$ cat config.mk
export PLATFORM = sky130hd
export DESIGN_NAME = stick_key_repeat_queue
export DESIGN_NICKNAME = d
export VERILOG_FILES = /design/src/rtl/skrq_pkg.sv /design/src/rtl/stick_key_repeat_queue.sv /design/src/rtl/skrq_front.sv /design/src/rtl/skrq_cmd_queue.sv /design/src/rtl/skrq_back.sv
export SDC_FILE = /design/constraint.sdc
export NUM_CORES = 2
export LEC_CHECK = 0
export ABC_CLOCK_PERIOD_IN_PS = 14550
export BUFFER_PORTS_ARGS = -buffer_cell sky130_fd_sc_hd__buf_2
export CORE_ASPECT_RATIO = 1.1
export CORE_UTILIZATION = 51
export CTS_CLUSTER_DIAMETER = 200
export DETAILED_ROUTE_END_ITERATION = 6
export GPL_TIMING_DRIVEN = 1
export PLACE_DENSITY = 0.7
export REMOVE_ABC_BUFFERS = 1
export SLEW_MARGIN = 20
export SYNTH_ARGS = -nofsm -noshare
export SYNTH_HDL_FRONTEND = slang
export SYNTH_HIERARCHICAL = 1
export SYNTH_SLANG_ARGS = --single-unit
$ cat constraint.sdc
create_clock -name clk -period 14.55 [get_ports clk]
set_clock_uncertainty 0.05 [all_clocks]
set_input_delay 0.7275 -clock clk [delete_from_list [all_inputs] [get_ports clk]]
set_output_delay 0.7275 -clock clk [all_outputs]
set_load 0.01 [all_outputs]
$ cat src/rtl/skrq_pkg.sv
// ----------------------------------------------------------------------------
// skrq_pkg
// Shared types, constants and helpers of the stick key repeat queue.
// ----------------------------------------------------------------------------
package skrq_pkg;

  localparam int QUEUE_DEPTH = 16;
  localparam int PTR_W       = $clog2(QUEUE_DEPTH);
  localparam int PEND_W      = 4;
  localparam int NUM_KEYS    = 6;
  localparam int NUM_DIRS    = 4;

  localparam logic [14:0] THRESHOLD_RESET = 15'd18022;
  localparam logic [15:0] INTERVAL_RESET  = 16'd300;

  typedef enum logic [1:0] {
    OP_SAMPLE = 2'd0,
    OP_READ   = 2'd1,
    OP_PEEK   = 2'd2,
    OP_FLUSH  = 2'd3
  } op_t;

  typedef enum logic [2:0] {
    REG_STICK_THRESHOLD = 3'd0,
    REG_REPEAT_INTERVAL = 3'd1,
    REG_KEY_UP          = 3'd2,
    REG_KEY_DOWN        = 3'd3,
    REG_KEY_LEFT        = 3'd4,
    REG_KEY_RIGHT       = 3'd5,
    REG_KEY_ENTER       = 3'd6,
    REG_KEY_ESCAPE      = 3'd7
  } reg_index_t;

  typedef logic [PTR_W-1:0] ptr_t;

  typedef struct packed {
    logic [14:0]                 threshold;
    logic [15:0]                 interval;
    logic [NUM_KEYS-1:0][7:0]    keys;
  } cfg_t;

  typedef struct packed {
    logic signed [15:0] stick_x;
    logic signed [15:0] stick_y;
    logic               button_a;
    logic               button_b;
    logic [31:0]        now_ms;
  } sample_t;

  typedef struct packed {
    op_t                 op;
    logic [NUM_KEYS-1:0] push;
  } cmd_t;

  function automatic ptr_t ptr_inc(input ptr_t p);
    return (p == ptr_t'(QUEUE_DEPTH - 1)) ? '0 : ptr_t'(p + 1'b1);
  endfunction

  function automatic ptr_t fifo_cnt(input ptr_t wp, input ptr_t rp);
    logic [PTR_W:0] diff;
    diff = (wp >= rp) ? ({1'b0, wp} - {1'b0, rp})
                      : ({1'b0, wp} + (PTR_W+1)'(QUEUE_DEPTH) - {1'b0, rp});
    return diff[PTR_W-1:0];
  endfunction

endpackage

$ cat src/rtl/stick_key_repeat_queue.sv
// ----------------------------------------------------------------------------
// stick_key_repeat_queue
// Stick and button samples to menu key codes through a key FIFO.
// ----------------------------------------------------------------------------
// Input stream: s_tuser carries the request kind (sample, read, peek, flush),
// s_tdata carries the stick and button sample with its millisecond time.
// Output stream: one result per request: head key code, a key-valid flag on
// m_tuser and the number of keys left queued.
// Configuration is written through cfg_we/cfg_index/cfg_data; the user must
// write it only while idle, the block itself does not enforce this.
// Path: the front writes the request queue, the back the output register.
// Throughput: 1 request per cycle while the receiver does not stall; the
// back part does all FIFO pushes of a sample and the read at once, the front
// part one sample compare and four deadline checks at once.
// Reset: pressed state, deadlines, FIFO pointers and configuration return to
// their defaults; the key FIFO is empty.
// Receiver stall: the output register holds, the back part stops, the
// two-entry request queue fills, then s_tready drops.
// ----------------------------------------------------------------------------
module stick_key_repeat_queue import skrq_pkg::*; (
  input  logic        clk,
  input  logic        rst,
  input  logic        s_tvalid,
  output logic        s_tready,
  // stick_x[15:0], stick_y[31:16], button_a[32], button_b[33], now_ms[65:34]
  input  logic [71:0] s_tdata,
  // op[1:0]
  input  logic [1:0]  s_tuser,
  output logic        m_tvalid,
  input  logic        m_tready,
  // key_code[7:0], pending_keys[11:8]
  output logic [15:0] m_tdata,
  // key_valid[0]
  output logic        m_tuser,
  input  logic        cfg_we,
  input  logic [2:0]  cfg_index,
  input  logic [15:0] cfg_data
);

  cfg_t              cfg;
  sample_t           sample;
  op_t               op;
  cmd_t              front_cmd;
  cmd_t              back_cmd;
  logic              front_valid;
  logic              front_ready;
  logic              back_valid;
  logic              back_ready;
  logic [7:0]        code;
  logic [PEND_W-1:0] pending;

  assign op              = op_t'(s_tuser);
  assign sample.stick_x  = s_tdata[15:0];
  assign sample.stick_y  = s_tdata[31:16];
  assign sample.button_a = s_tdata[32];
  assign sample.button_b = s_tdata[33];
  assign sample.now_ms   = s_tdata[65:34];

  always_ff @(posedge clk) begin
    if (rst) begin
      cfg.threshold <= THRESHOLD_RESET;
      cfg.interval  <= INTERVAL_RESET;
      cfg.keys      <= '0;
    end else if (cfg_we) begin
      case (reg_index_t'(cfg_index))
        REG_STICK_THRESHOLD: cfg.threshold <= cfg_data[14:0];
        REG_REPEAT_INTERVAL: cfg.interval  <= cfg_data;
        REG_KEY_UP:          cfg.keys[0]   <= cfg_data[7:0];
        REG_KEY_DOWN:        cfg.keys[1]   <= cfg_data[7:0];
        REG_KEY_LEFT:        cfg.keys[2]   <= cfg_data[7:0];
        REG_KEY_RIGHT:       cfg.keys[3]   <= cfg_data[7:0];
        REG_KEY_ENTER:       cfg.keys[4]   <= cfg_data[7:0];
        REG_KEY_ESCAPE:      cfg.keys[5]   <= cfg_data[7:0];
        default: begin
          cfg.threshold <= cfg.threshold;
        end
      endcase
    end
  end

  skrq_front u_front (
    .clk       (clk),
    .rst       (rst),
    .cfg       (cfg),
    .in_valid  (s_tvalid),
    .in_ready  (s_tready),
    .in_op     (op),
    .in_sample (sample),
    .cmd_valid (front_valid),
    .cmd_ready (front_ready),
    .cmd       (front_cmd)
  );

  skrq_cmd_queue u_queue (
    .clk      (clk),
    .rst      (rst),
    .wr_valid (front_valid),
    .wr_ready (front_ready),
    .wr_cmd   (front_cmd),
    .rd_valid (back_valid),
    .rd_ready (back_ready),
    .rd_cmd   (back_cmd)
  );

  skrq_back u_back (
    .clk           (clk),
    .rst           (rst),
    .cfg           (cfg),
    .cmd_valid     (back_valid),
    .cmd_ready     (back_ready),
    .cmd           (back_cmd),
    .out_valid     (m_tvalid),
    .out_ready     (m_tready),
    .out_code      (code),
    .out_key_valid (m_tuser),
    .out_pending   (pending)
  );

  assign m_tdata = {4'b0, pending, code};

endmodule

$ cat src/rtl/skrq_front.sv
// ----------------------------------------------------------------------------
// skrq_front
// Classifies requests: stick and button edges, auto-repeat deadlines.
// ----------------------------------------------------------------------------
module skrq_front import skrq_pkg::*; (
  input  logic    clk,
  input  logic    rst,
  input  cfg_t    cfg,
  input  logic    in_valid,
  output logic    in_ready,
  input  op_t     in_op,
  input  sample_t in_sample,
  output logic    cmd_valid,
  input  logic    cmd_ready,
  output cmd_t    cmd
);

  logic [5:0]                  pressed_prev;
  logic [NUM_DIRS-1:0][31:0]   repeat_due;

  logic signed [16:0]  x17;
  logic signed [16:0]  y17;
  logic signed [16:0]  thr17;
  logic [NUM_DIRS-1:0] held;
  logic [NUM_DIRS-1:0] dir_push;
  logic [31:0]         due_new;
  logic [31:0]         diff [NUM_DIRS];
  logic                accept;
  logic                is_sample;

  assign x17     = {in_sample.stick_x[15], in_sample.stick_x};
  assign y17     = {in_sample.stick_y[15], in_sample.stick_y};
  assign thr17   = {2'b00, cfg.threshold};
  assign held[0] = y17 < -thr17;
  assign held[1] = y17 > thr17;
  assign held[2] = x17 < -thr17;
  assign held[3] = x17 > thr17;
  assign due_new = in_sample.now_ms + {16'b0, cfg.interval};

  always_comb begin
    for (int i = 0; i < NUM_DIRS; i++) begin
      diff[i]     = in_sample.now_ms - repeat_due[i];
      dir_push[i] = held[i] & (~pressed_prev[i] | ~diff[i][31]);
    end
  end

  assign is_sample = (in_op == OP_SAMPLE);
  assign in_ready  = cmd_ready;
  assign accept    = in_valid & in_ready;
  assign cmd_valid = in_valid;
  assign cmd.op    = in_op;
  assign cmd.push  = is_sample ? {in_sample.button_b & ~pressed_prev[5],
                                  in_sample.button_a & ~pressed_prev[4],
                                  dir_push} : '0;

  always_ff @(posedge clk) begin
    if (rst) begin
      pressed_prev <= '0;
      repeat_due   <= '0;
    end else if (accept && is_sample) begin
      pressed_prev <= {in_sample.button_b, in_sample.button_a, held};
      for (int i = 0; i < NUM_DIRS; i++) begin
        if (dir_push[i]) begin
          repeat_due[i] <= due_new;
        end
      end
    end
  end

endmodule

$ cat src/rtl/skrq_cmd_queue.sv
// ----------------------------------------------------------------------------
// skrq_cmd_queue
// Two-entry queue of classified requests between front and back.
// ----------------------------------------------------------------------------
module skrq_cmd_queue import skrq_pkg::*; (
  input  logic clk,
  input  logic rst,
  input  logic wr_valid,
  output logic wr_ready,
  input  cmd_t wr_cmd,
  output logic rd_valid,
  input  logic rd_ready,
  output cmd_t rd_cmd
);

  cmd_t       slot [2];
  logic       wr_sel;
  logic       rd_sel;
  logic [1:0] fill;
  logic       push;
  logic       pop;

  assign wr_ready = (fill != 2'd2);
  assign rd_valid = (fill != 2'd0);
  assign rd_cmd   = slot[rd_sel];
  assign push     = wr_valid & wr_ready;
  assign pop      = rd_valid & rd_ready;

  always_ff @(posedge clk) begin
    if (rst) begin
      wr_sel <= 1'b0;
      rd_sel <= 1'b0;
      fill   <= '0;
    end else begin
      if (push) begin
        wr_sel <= ~wr_sel;
      end
      if (pop) begin
        rd_sel <= ~rd_sel;
      end
      fill <= fill + {1'b0, push} - {1'b0, pop};
    end
  end

  always_ff @(posedge clk) begin
    if (push) begin
      slot[wr_sel] <= wr_cmd;
    end
  end

endmodule

$ cat src/rtl/skrq_back.sv
// ----------------------------------------------------------------------------
// skrq_back
// Key FIFO: up to six pushes or one read, peek or flush per request.
// ----------------------------------------------------------------------------
module skrq_back import skrq_pkg::*; (
  input  logic              clk,
  input  logic              rst,
  input  cfg_t              cfg,
  input  logic              cmd_valid,
  output logic              cmd_ready,
  input  cmd_t              cmd,
  output logic              out_valid,
  input  logic              out_ready,
  output logic [7:0]        out_code,
  output logic              out_key_valid,
  output logic [PEND_W-1:0] out_pending
);

  logic [7:0] key_store [QUEUE_DEPTH];
  ptr_t       write_pos;
  ptr_t       read_pos;
  ptr_t       write_pos_next;
  ptr_t       read_pos_next;

  logic                go;
  ptr_t                cnt;
  ptr_t                cnt_v;
  ptr_t                wp_v;
  logic [7:0]          first_code;
  logic [NUM_KEYS-1:0] wr_en;
  ptr_t                wr_addr [NUM_KEYS];
  logic [7:0]          head;
  logic [7:0]          code_next;
  logic                valid_next;
  ptr_t                pend_next;

  assign cmd_ready = ~out_valid | out_ready;
  assign go        = cmd_valid & cmd_ready;
  assign cnt       = fifo_cnt(write_pos, read_pos);
  assign head      = key_store[read_pos];

  always_comb begin
    wp_v       = write_pos;
    cnt_v      = cnt;
    first_code = '0;
    wr_en      = '0;
    for (int i = 0; i < NUM_KEYS; i++) begin
      wr_addr[i] = wp_v;
      if (cmd.op == OP_SAMPLE && cmd.push[i] && cnt_v != ptr_t'(QUEUE_DEPTH - 1)) begin
        wr_en[i] = 1'b1;
        if (cnt_v == '0) begin
          first_code = cfg.keys[i];
        end
        wp_v  = ptr_inc(wp_v);
        cnt_v = ptr_t'(cnt_v + 1'b1);
      end
    end

    write_pos_next = write_pos;
    read_pos_next  = read_pos;
    code_next      = '0;
    valid_next     = 1'b0;
    pend_next      = cnt;
    case (cmd.op)
      OP_SAMPLE: begin
        write_pos_next = wp_v;
        valid_next     = (cnt_v != '0);
        code_next      = (cnt != '0) ? head : first_code;
        pend_next      = cnt_v;
      end
      OP_READ, OP_PEEK: begin
        valid_next = (cnt != '0);
        code_next  = (cnt != '0) ? head : '0;
        if (cmd.op == OP_READ && cnt != '0) begin
          read_pos_next = ptr_inc(read_pos);
          pend_next     = ptr_t'(cnt - 1'b1);
        end
      end
      OP_FLUSH: begin
        write_pos_next = '0;
        read_pos_next  = '0;
        pend_next      = '0;
      end
      default: begin
        pend_next = cnt;
      end
    endcase
  end

  always_ff @(posedge clk) begin
    if (rst) begin
      write_pos <= '0;
      read_pos  <= '0;
      out_valid <= 1'b0;
    end else begin
      if (go) begin
        write_pos <= write_pos_next;
        read_pos  <= read_pos_next;
        out_valid <= 1'b1;
      end else if (out_ready) begin
        out_valid <= 1'b0;
      end
    end
  end

  always_ff @(posedge clk) begin
    if (go) begin
      out_code      <= code_next;
      out_key_valid <= valid_next;
      out_pending   <= PEND_W'(pend_next);
      for (int i = 0; i < NUM_KEYS; i++) begin
        if (wr_en[i]) begin
          key_store[wr_addr[i]] <= cfg.keys[i];
        end
      end
    end
  end

`ifndef SYNTHESIS
  a_flush_clears: assert property (@(posedge clk) disable iff (rst)
    go && cmd.op == OP_FLUSH |=> write_pos == '0 && read_pos == '0)
    else $error("flush did not clear queue pointers");

  a_peek_holds: assert property (@(posedge clk) disable iff (rst)
    go && cmd.op == OP_PEEK |=> $stable(write_pos) && $stable(read_pos))
    else $error("peek moved queue pointers");

  a_read_pops: assert property (@(posedge clk) disable iff (rst)
    go && cmd.op == OP_READ && cnt != '0 |=> read_pos == ptr_inc($past(read_pos)))
    else $error("read of non-empty queue did not advance head");

  a_stall_holds: assert property (@(posedge clk) disable iff (rst)
    out_valid && !out_ready |=> $stable(write_pos) && $stable(read_pos))
    else $error("queue pointers moved while result stalled");
`endif

endmodule
Word-level counts from Yosys, hierarchy flattened

Memories as Yosys holds them, arrays and structs flattened. A register that Yosys moved wholly into a read port is not among the register bits.
Cells that the tools add are included.

Output and inout port bits: 19
Register bits after elaboration: 239
Memories kept: 2
Logic and storage cells: 223
Bits in writable memories: 144
Input bits: 98

$add $sub $neg: 25
Muxes and demuxes: 74
Reduce and logical (&&, ||, !) cells: 44
Eq/ne operators: 25
Bitwise logic cells: 26
$lt $le $gt $ge: 5

Memory list:

| memory           | words | width | read ports | clocked after Yosys merged registers in | write ports | line                 | source |
|---|---|---|---|---|---|---|---|
| u_back.key_store | 16    | 8     | 1          | 1                                       | 6           | skrq_back.sv:19      | `logic [7:0] key_store [QUEUE_DEPTH];` |
| u_queue.slot     | 2     | 8     | 1          | 1                                       | 1           | skrq_cmd_queue.sv:16 | `cmd_t slot [2];` |

Operators by type and width:

| operator              | number |
|---|---|
| $sub A32 B32 Y32      | 4 |
| $mux W8               | 14 |
| $mux W4               | 24 |
| $add A4 B1 Y4 const B | 14 |
| $lt A16 B17 Y1        | 2 |
| $add A32 B16 Y32      | 1 |
| $gt A16 B16 Y1        | 2 |
| $mux W1               | 30 |
| $eq A4 B4 Y1 const B  | 7 |
| $reduce_and A2 Y1     | 13 |
| $logic_not A4 Y1      | 6 |
| $ne A4 B4 Y1 const B  | 6 |
| $neg A15 Y17          | 1 |
| $pmux W4 S2           | 2 |
| $pmux W8 S2           | 1 |
| $logic_and A1 B1 Y1   | 14 |
| $not A1 Y1            | 13 |
| $eq A3 B3 Y1 const B  | 4 |
| $pmux W4 S3           | 1 |
| $and A1 B1 Y1         | 8 |
| $reduce_bool A2 Y1    | 4 |
| $reduce_bool A4 Y1    | 2 |
| $sub A4 B4 Y4         | 2 |
| $eq A3 B2 Y1 const B  | 2 |
| other kinds (16)      | 22 |

Longest topological paths before layout

Depth after elaboration: 24
Mapped depth: 41
Gate-level depth less buffers: 37

Hierarchy

The synthesis kept the hierarchy.

Modules (own cells, without submodules):

| module                 | area each (µm²) | cells each | times used |
|---|---|---|---|
| skrq_back              | 16748.6         | 1965       | 1 |
| skrq_front             | 11240.8         | 1315       | 1 |
| stick_key_repeat_queue | 3239.4          | 304        | 1 |
| skrq_cmd_queue         | 813.3           | 49         | 1 |

Worst setup path after synthesis

No wires, ideal clock.

Path type: register to register
Start point: register u_back.write_pos[0]
End point: memory u_back.key_store[14][0] (enable)
Required time: 14.158 ns
Path slack: 6.271 ns
Data arrival time: 7.887 ns
Library setup time: 0.342 ns
Clock period less this slack: 8.279 ns
Stages on the path, launching flop included: 39
Cell sequence: dfxtp_1 -> inv_1 -> ha_1 -> inv_1 -> fa_1 -> ha_1 -> a21oi_2 -> nor4_1 -> nor2_1 -> ha_1 -> and4_1 -> a31oi_1 -> and2_1 -> clkbuf_1 -> xnor2_1 -> inv_2 -> ha_1 -> inv_1 -> [... 3 more ...] -> ha_1 -> a21boi_0 -> a21boi_1 -> a31o_1 -> buf_6 -> nor2_1 -> a21oi_1 -> ha_1 -> nand2_1 -> o21ai_4 -> mux2_2 -> ha_1 -> a31oi_1 -> buf_4 -> nand3_2 -> nand2b_1 -> buf_2 -> nand4b_1

RTL lines:

| element                | line            | source |
|---|---|---|
| start, declared        | skrq_back.sv:20 | `ptr_t write_pos;` |
| start signal, assigned | skrq_back.sv:97 | `write_pos <= write_pos_next;` |
| end, declared          | skrq_back.sv:19 |  |

==> impl_metrics.ini <==
[finish]
layout_common_cells = mux2i_1, nand2_1, o21ai_0
final_nets = 3902
syn_to_final_growth_pct = 6.916
final_cells = 4434
layout_commonest_cell = mux2i_1
final_layout_size_suffix_gt1_frac = 0.1321

[synth]
syn_avg_cell_area_um2 = 8.820
synth_fa_ha_area_frac = 0.09489
synth_top_flop_cell = dfxtp_1
netlist_instances = 3633
yosys-mux-area-fraction = 0.2084
yosys.area_share.xor_xnor = 0.02034
synth_area_um2 = 32040
yosys.cell_types.count = 118
synth_top_family_by_area = multiplexers
yosys_warnings = 6
async_flop_share = 0
synth_enable_flop_cells = 157
synth_compound_area_frac = 0.1505
yosysSeqAreaShare = 0.2915
synth-seq-cells = 388
synthSimpleGateAreaFrac = 0.1749

[worst_setup_path]
critPathKind = flip-flop to flip-flop
regToRegStartpoint = u_back/write_pos[0]$_SDFFE_PP0P_
regToRegSetupSlack_ns = 3.41
slowest_delay_ns = 0.91
cp_max_fo = 13
critPathLaunch = u_back/write_pos[0]$_SDFFE_PP0P_
cp_slowest_cell = nor2b_1
worstPathRequired_ns = 14.75
cp_common_cell = ha_1
start_kind = flip-flop
end_kind = flip-flop
arrival_ns = 11.34

[floorplanning]
rows = 96
die_w_um = 241.0
core-area_um2 = 62220
die_h_um = 264.9
start_util = 0.5150
pin_count = 117
dieArea_um2 = 63840

[pwr]
powerDensity_nw_per_um2 = 105.8
ir_drop_uv = 96.86
leakage_nw = 13.74

[routing]
dr.first_iter.drc_count = 2712
dr.pass1.iters = 6
avgViaCountPerCell = 6.162
routed_wl_mm = 103.2
vias = 27320
ant_nets = 0
wire_per_inst_um = 23.28
drc = 0

[global_routing]
grt_start_max_net_pins = 116
antenna_found_initial = 14
track_usage = 0.3210
grt_pass1_vias = 26250
grt_overflow_total = 0
grt_pass1_wl_mm = 155.9

[cts]
cts_resized = 0
postCtsSetupBuffers = 0
numCtsBuffers = 43
cts_buffer_depth = 3
htreeDepth = 2
cts.reportedPaths.clkPinSlew_ns = 0.06
clock_latency_ns = 0.61
ctsHoldBuffers = 0
cts_tree = done
cts_sinks = 388
cts_root_buf = clkbuf_16

[sta]
fin_crit_sh = 0.7654
hold_viol_final = 0
period_needed_ns = 11.14
worstMarginPinSlew_ns = 1.273
fin_tns_setup_ns = 0
slew_headroom = 0.1500
fmax_mhz = 89.80
final-max-slew-violation-count = 0
setup_viol_count_final = 0
rsz0062_at_grt = no

[place]
place_inst = 4351
place_congestion = 1.027
hpwl_mm = 72.56
port_buffers = 106

[hold_path]
hp-start = s_tuser[0]
min_path_type = input pin to flip-flop

[run_status]
outcome = finished, final reports clean

[flow_run]
drv_cap = 0
## flip-flops by register name, summed over array words and instances (netlist names), named ones only
signal / count
u_queue/wr_sel: 1
u_back/out_key_valid: 1
u_front/pressed_prev: 6
u_front/repeat_due: 128
u_back/read_pos: 4
u_queue/fill: 2
u_back/key_store: 128
u_queue/rd_sel: 1
u_back/out_code: 8
u_back/out_pending: 4
u_back/out_valid: 1
cfg: 79
u_back/write_pos: 4
u_queue/slot: 16
## cells by family after synthesis
| logic type | count (synthesis) |
|---|---|
| fa+ha+maj | 242 |
| compound gates | 774 |
| buf+inv | 460 |
| simple gates | 1101 |
| other cells | 1 |
| flops | 388 |
| xor+xnor | 66 |
| mux | 601 |
## final cells by class
cell class	instances	area (um2)
clock buffers	61	1202
repair buffers	149	862.1
clock inverters	16	203.9
inverters	193	724.4
flip-flops and latches	388	9343
well taps	833	1042
fillers	5716	27960
multi-input cells	2788	20870
diodes	6	15.01
## power by group
part	leakage [nW]	switching [mW]	internal, mW
logic	9.70	0.815	0.420
clock network	0.687	0.472	0.648
registers	3.35	0.0534	1.22
## path summary, 6_finish.rpt
path                                     endpoint  cells after the start
min                  u_queue/slot[1][6]$_DFFE_PP_                      1
max              u_back/key_store[8][4]$_DFFE_PP_                     35
max reg2reg      u_back/key_store[8][4]$_DFFE_PP_                     35
min reg2reg  u_front/pressed_prev[4]$_SDFFE_PP0P_                      2
## worst max-delay path: cells and delay by family, from the launching register on
family          cells  cell delay (ns)
xor+xnor            2             1.01
buf+inv             5             0.72
fa+ha+maj           7             1.89
mux                 1             0.43
flops               1             0.39
simple gates        9             2.91
compound gates     11             3.35
## cell usage after synthesis, types with 10 or more instances
library cell	instances	area (um2)
a211o_1	28	245.2
a211oi_1	66	495.5
a21o_1	30	225.2
a21oi_1	182	910.9
a22oi_1	13	97.59
a31oi_1	15	93.84
and2_1	15	93.84
and3_1	21	131.4
buf_1	37	138.9
buf_2	38	190.2
buf_4	12	90.09
clkbuf_1	170	638.1
dfxtp_1	231	4624
edfxtp_1	157	4715
ha_1	239	2990
inv_1	191	716.9
mux2_1	31	349.1
mux2_2	133	1498
mux2i_1	395	3954
mux4_2	33	743.2
nand2_1	322	1209
nand2b_1	187	1170
nand3_1	46	230.2
nand4_1	41	256.5
nor2_1	277	1040
nor2b_1	43	269.0
nor3_1	29	145.1
nor4_1	14	87.58
o2111ai_1	10	87.58
o211ai_1	21	157.7
o21a_1	14	105.1
o21ai_0	299	1496
o21ai_1	10	50.05
or3_1	18	112.6
xnor2_1	37	324.1
xor2_1	20	175.2
## through the flow
| stage | hold slack, ns | area [um2] | utilization | total power, mW | setup slack (ns) |
|---|---|---|---|---|---|
| after floorplan | 0.3804 | 30870 | - | 2.093 | 5.598 |
| after global placement | 0.3926 | 32820 | 0.5275 | 2.473 | 3.916 |
| after detailed placement | 0.3991 | 32820 | 0.5275 | 2.485 | 3.771 |
| after CTS | 0.2853 | 34230 | 0.5501 | 3.603 | 3.720 |
| after global routing | 0.2938 | 34250 | 0.5505 | 3.785 | 2.767 |
| final | 0.3021 | 34260 | 0.5506 | 3.624 | 3.414 |
## per-layer routing
layer  global-route usage  wire length [um]  share of wire  up-vias
li1                     -                 -              -    12880
met1               0.3849             39930           0.39    12800
met2               0.5100             46680           0.45     1260
met3              0.06946              8800          0.085      363
met4               0.2219              7707          0.075       20
met5                    0               125         0.0012        -
Power figures use the tool's default switching activity.
